**src/design/dtlf_pkg.sv**
```systemverilog
`timescale 1ns / 1ps
// ----------------------------------------------------------------------------
// dtlf_pkg
// Shared types, constants and helpers for the direction tagged log FIFO.
// ----------------------------------------------------------------------------
package dtlf_pkg;

    localparam int DEPTH_LOG2_DEF = 10;
    localparam int CFG_W          = 10;
    localparam int FILL_W         = 10;
    localparam int STORED_W       = 4;
    localparam int POS_W          = 4;

    localparam logic [CFG_W-1:0] MIN_FREE_RST = CFG_W'(10);

    localparam logic OP_CAPTURE = 1'b0;
    localparam logic OP_READ    = 1'b1;

    localparam logic [1:0] DIR_NONE = 2'd2;

    localparam logic [7:0] CHR_CR   = 8'h0D;
    localparam logic [7:0] CHR_LF   = 8'h0A;
    localparam logic [7:0] MRK_B0   = 8'hE2;
    localparam logic [7:0] MRK_B1   = 8'h8D;
    localparam logic [7:0] MRK_RX   = 8'h83;
    localparam logic [7:0] MRK_TX   = 8'h84;

    // Expansion sequence positions: CR LF E2 8D mk | byte | suffix
    localparam logic [POS_W-1:0] POS_FIRST   = 4'd0;
    localparam logic [POS_W-1:0] POS_BYTE    = 4'd5;
    localparam logic [POS_W-1:0] POS_END_CR  = 4'd8;
    localparam logic [POS_W-1:0] POS_END_LF  = 4'd9;

    typedef enum logic [1:0] {
        ST_IDLE,
        ST_PUSH,
        ST_DONE
    } t_state;

    typedef struct packed {
        logic start_cap;
        logic start_rd;
        logic push;
        logic finish;
    } t_cmd;

    typedef struct packed {
        logic cap_pushes;
        logic push_last;
        logic out_free;
    } t_status;

    function automatic logic [7:0] seq_byte(input logic [POS_W-1:0] pos,
                                            input logic [7:0] b,
                                            input logic dir);
        logic [7:0] mk;
        logic       lf;
        mk = dir ? MRK_TX : MRK_RX;
        lf = (b == CHR_LF);
        unique case (pos)
            4'd0:    seq_byte = CHR_CR;
            4'd1:    seq_byte = CHR_LF;
            4'd2:    seq_byte = MRK_B0;
            4'd3:    seq_byte = MRK_B1;
            4'd4:    seq_byte = mk;
            4'd5:    seq_byte = b;
            4'd6:    seq_byte = lf ? CHR_CR : MRK_B0;
            4'd7:    seq_byte = lf ? MRK_B0 : MRK_B1;
            4'd8:    seq_byte = lf ? MRK_B1 : mk;
            4'd9:    seq_byte = mk;
            default: seq_byte = 8'h00;
        endcase
    endfunction

endpackage

```
**src/design/dtlf_ctrl.sv**
```systemverilog
`timescale 1ns / 1ps
// ----------------------------------------------------------------------------
// dtlf_ctrl
// Request sequencer: accepts one request, steps the push sequence of a
// capture that is not dropped, then hands the result to the output register.
// ----------------------------------------------------------------------------
module dtlf_ctrl (
    input  logic              i_clk,
    input  logic              i_rst_n,
    input  logic              i_req_valid,
    input  logic              i_req_op,
    input  dtlf_pkg::t_status i_status,
    output logic              o_req_ready,
    output dtlf_pkg::t_cmd    o_cmd
);

    dtlf_pkg::t_state r_state;
    dtlf_pkg::t_state n_state;

    always_ff @(posedge i_clk) begin
        if (!i_rst_n) begin
            r_state <= dtlf_pkg::ST_IDLE;
        end else begin
            r_state <= n_state;
        end
    end

    always_comb begin
        n_state     = r_state;
        o_req_ready = 1'b0;
        o_cmd       = '0;
        unique case (r_state)
            dtlf_pkg::ST_IDLE: begin
                o_req_ready = 1'b1;
                if (i_req_valid) begin
                    if (i_req_op == dtlf_pkg::OP_READ) begin
                        o_cmd.start_rd = 1'b1;
                        n_state        = dtlf_pkg::ST_DONE;
                    end else begin
                        o_cmd.start_cap = 1'b1;
                        n_state = i_status.cap_pushes ? dtlf_pkg::ST_PUSH : dtlf_pkg::ST_DONE;
                    end
                end
            end
            dtlf_pkg::ST_PUSH: begin
                o_cmd.push = 1'b1;
                if (i_status.push_last) begin
                    n_state = dtlf_pkg::ST_DONE;
                end
            end
            dtlf_pkg::ST_DONE: begin
                if (i_status.out_free) begin
                    o_cmd.finish = 1'b1;
                    n_state      = dtlf_pkg::ST_IDLE;
                end
            end
            default: n_state = dtlf_pkg::ST_IDLE;
        endcase
    end

endmodule

```
**config.mk**
```make
export PLATFORM = sky130hd
export DESIGN_NAME = dtlf_ctrl
export DESIGN_NICKNAME = d
export VERILOG_FILES = /design/src/design/dtlf_pkg.sv /design/src/design/dtlf_ctrl.sv
export SDC_FILE = /design/constraint.sdc
export NUM_CORES = 1
export LEC_CHECK = 0
export BUFFER_PORTS_ARGS = -buffer_cell sky130_fd_sc_hd__buf_2
export CAP_MARGIN = 20
export CORE_AREA = 3 3 40 42
export CTS_BUF_LIST = sky130_fd_sc_hd__clkbuf_4 sky130_fd_sc_hd__clkbuf_8
export DETAILED_ROUTE_END_ITERATION = 10
export DIE_AREA = 0 0 43 45
export PLACE_DENSITY = 0.34
export SETUP_SLACK_MARGIN = 0.05
export SYNTH_ARGS = -nofsm -noshare
export SYNTH_HDL_FRONTEND = slang
export SYNTH_SLANG_ARGS = --single-unit
```
**constraint.sdc**
```tcl
create_clock -name i_clk -period 1.05 [get_ports i_clk]
set_input_delay 0.0525 -clock i_clk [delete_from_list [all_inputs] [get_ports i_clk]]
set_output_delay 0.0525 -clock i_clk [all_outputs]
set_load 0.02 [all_outputs]
```
Word level (Yosys, flattened, before mapping)
Cells that the tools add are included.

Equality and inequality tests: 5. Reduce and logical (&&, ||, !) cells: 2. Muxes and demuxes: 14.

Operator list (count): 2-bit two-way mux (7); 1-bit two-way mux (6); 2-bit inequality test (second input constant) (3); 2-bit case mux with 3 select lines (1); 3-bit AND reduction (1); 2-bit by 1-bit equality test with 1-bit output (second input constant) (1); 2-bit equality test (second input constant) (1); 2-bit logical NOT (1).

Input bits: 7. Word-level logic and storage cells: 22. Register bits: 2. Output and inout port bits: 5.

Depth between registers and ports, before layout
Depth after elaboration: 4. Depth in mapped cells: 3. Mapped depth without buffers: 3.

Worst setup path before layout
No wires, ideal clock.

Kind: register -> output. Start: register r_state[0]. End: output port o_cmd[3] in the netlist's numbering. Slack: -112 ps. Cell stages (with the launch flop): 4. Data arrival time: 1109 ps. Path buffers: 0. Required time: 998 ps. Cells stage by stage: dfxtp_1 > nor2_1 > nand2_1 > nor2_1.

RTL lines: start, declared (RTL line dtlf_ctrl.sv:17) `dtlf_pkg::t_state r_state;`; start signal, assigned (RTL line dtlf_ctrl.sv:22) `r_state <= dtlf_pkg::ST_IDLE;`; start signal, assigned (RTL line dtlf_ctrl.sv:24) `r_state <= n_state;`; end, declared (RTL line dtlf_ctrl.sv:14) `output dtlf_pkg::t_cmd o_cmd`.

==> impl_metrics.py <==
metrics = {
    "outcome": {
        "outcome": "finished with violations",
        "violations_in_the_final_reports": "negative setup slack",
    },
    "power": {
        "p_leak_nw": 0.150,
        "p_seq_share_pct": 24.3,
        "power_density_mw_per_mm2": 1200,
        "clock_power_share_pct": 44.6,
        "swShare_pct": 28.0,
        "switchingPower_uw": 104,
        "power_report.internal_total_uw": 266,
        "share_comb_of_total_power_pct": 31.0,
        "max-vdd-ir-drop_mv": 0.255,
    },
    "floorplanning": {
        "ios": 12,
        "floorplan.rows": 13,
        "effective_utilization_at_floorplan_pct": 10.6,
        "core_mm2": 0.00128,
        "chipHeight_um": 45,
        "die_w_um": 43,
        "design.die.area_mm2": 0.00194,
    },
    "yosys": {
        "synth_seq_cells": 2,
        "postSynth.topFlopCell": "dfxtp_1",
        "syn_nets": 26,
        "synth_largest_type_area_fraction_pct": 29.4,
        "synth.distinct_cells": 12,
        "async_flop_share_pct": 0,
        "synth.yosys.seq_area_share_pct": 29.4,
        "post_synth_instance_area_um2": 136,
        "yosys-top-cells-area": "dfxtp_1 (29%), nor3b_2 (9.2%), inv_1 (8.3%), nor2_1 (8.3%), a21oi_1 (7.3%)",
        "yosysTopAreaCell": "dfxtp_1",
        "syn_inst": 19,
        "synth-edff-count": 0,
        "top_cells_by_count_synth": "inv_1 (3), nor2_1 (3), a21oi_1 (2), dfxtp_1 (2), nand2_1 (2)",
        "avgSynthCellArea_um2": 7.18,
        "synthesis_warning_total": 0,
    },
    "sta": {
        "max_slew_margin_pct": 83.9,
        "timing.final.hold_violations": 0,
        "rsz0062_at_grt": "true",
        "layout_min_cycle_time_ns": 1.06,
        "fin_hold_ws_ns": 0.112,
        "max_clock_freq_mhz": 942,
        "final_min_period_over_clock_period_pct": 101,
        "timing_worst_slew_pin_value_ns": 0.242,
        "fin_setup_tns_ns": -0.0113,
        "setup-violations-final": 1,
        "final_max_slew_viol_count": 0,
        "setup_slack_of_the_critical_path_after_layout_ns": -0.0113,
        "skew_ns": 0.000150,
    },
    "critical_path": {
        "critical_path_class": "register to output port",
        "path_max_fanout": 6,
        "critical_path_arrival_ns": 1.01,
        "critPathLaunchType": "register",
        "reg2reg_setup_slack_ns": 0.07,
        "required_ns": 1.00,
        "timing.reg2reg.worst_path_depth": 5,
        "end_kind": "output port",
    },
    "placement": {
        "placement.setup.worst_slack_ns": 0.0374,
        "place.detailed.hpwl_um": 350,
        "globalplace.congestion": 0.638,
        "detailed_place.area_um2": 215,
        "port_bufs": 11,
    },
    "clock_tree": {
        "clk_path_buf_depth": 2,
        "cts_hold_buffers": 0,
        "clk-insertion-delay-late_ns": 0.22,
        "h-tree-depth": 1,
        "clkSinkCount": 2,
        "cts_made_buffers": 3,
        "path_clk_slew_ns": 0.03,
        "cts_root_buf": "clkbuf_4",
        "tritoncts": "built",
    },
    "finish": {
        "fin_nets": 45,
        "synthToLayoutAreaGrowth_pct": 127,
        "largest_reg_flops": 2,
        "final_cell_area_um2": 309,
        "biggestRegsByFlops": "r_state x2",
        "max_flop_register": "r_state",
        "insertedDiodeCount": 0,
        "layout-drive-gt1-share_pct": 75.0,
    },
    "drt": {
        "route.vias.total": 198,
        "finalWirelength_um": 527,
        "detail-route-antenna-nets": 0,
        "drt_pass1_iterations": 1,
        "first_iter_violations": 0,
        "post_drt_wl_per_cell_um": 10.3,
        "route.detailed.vias_per_inst": 3.88,
        "residual_drc": 0,
    },
    "grt": {
        "grt.total_usage_pct": 6.07,
        "grt_antenna_before_repair": 0,
        "gr-total-overflow": 0,
        "first_global_vias": 217,
        "grt_first_pass_wirelength_um": 814,
        "grt_start_max_net_pins": 7,
    },
    "worst_hold_path": {
        "hold_path_depth": 2,
        "min-delay-path-class": "input port to register",
    },
    "flow_run": {
        "drv.max_cap_violation_count": 0,
    },
}
cells by family (layout without fill, tap and decap cells):
family,Yosys count,in the layout,synth area share (%)
flip-flops,2,2,29.4
buffers and inverters,3,20,8.26
AND/OR/NAND/NOR,10,10,46.8
AO/OA/AOI/OAI,4,4,15.6
worst max-delay path, cell delays in order, from the launching register on:
cell and delay (ns):
dfxtp_4 0.35, nor2_4 0.14, and3_4 0.19, buf_6 0.11
power groups by stage:
| stage | Sequential (mW) | Clock (mW) | Combinational, mW |
|---|---|---|---|
| finish | 0.0901 | 0.165 | 0.115 |
| floorplan | 0.0887 | 0 | 0.0455 |
| global route | 0.0914 | 0.186 | 0.122 |
| CTS | 0.0915 | 0.178 | 0.109 |
| global placement | 0.0908 | 0 | 0.0765 |
| detailed placement | 0.0906 | 0 | 0.0759 |
area by class of cell:
type / count / area (um^2)
clock buffers: 3 / 22.5
well taps: 15 / 18.8
flip-flops and latches: 2 / 47.5
multi-input cells: 14 / 113
fillers: 146 / 976
repair buffers: 14 / 96.3
inverters: 3 / 11.3
metrics by stage:
stage               cells  util (%)  total power [mW]
finish                 51      24.1             0.370
global placement       45      16.7             0.167
CTS                    51      23.1             0.378
floorplan              19         -             0.134
detailed placement     45      16.7             0.166
global route           51      24.1             0.400
timing repair:
item	in CTS	in global routing
endpoints found under the setup margin	5	4
resized for setup	12	3
cloned	0	0
setup buffers	3	0
pin swaps	4	2
layer usage:
metal	up-vias	track usage [%]	wire length, um
met5	-	0	0
met2	4	12.3	334
met1	96	3.84	166
met3	0	1.59	26
li1	98	-	-
met4	0	7.23	0
placed cells by master, fill, tap and decap left out:
| cell type | netlist | layout |
|---|---|---|
| and2b_2 | 1 | 1 |
| nor2_4 | 0 | 1 |
| o21ai_0 | 1 | 1 |
| a21oi_1 | 2 | 1 |
| nor2_2 | 0 | 1 |
| nand2_2 | 0 | 1 |
| o22ai_2 | 0 | 1 |
| buf_2 | 0 | 8 |
| dfxtp_4 | 0 | 2 |
| buf_4 | 0 | 3 |
| nand2_1 | 2 | 1 |
| inv_1 | 3 | 3 |
| and3_4 | 0 | 1 |
| nor3b_1 | 1 | 1 |
| nor2_1 | 3 | 1 |
| nor3b_2 | 1 | 1 |
| a21oi_2 | 0 | 1 |
| nor4bb_1 | 1 | 1 |
| buf_6 | 0 | 3 |
| clkbuf_4 | 0 | 3 |
path summary, 6_finish.rpt:
kind,from,endpoint
max,r_state[0],o_cmd[2]
max reg2reg,r_state[0],r_state[1]
min reg2reg,r_state[1],r_state[0]
min,i_rst_n,r_state[0]
(Power assumes the default switching activity.)
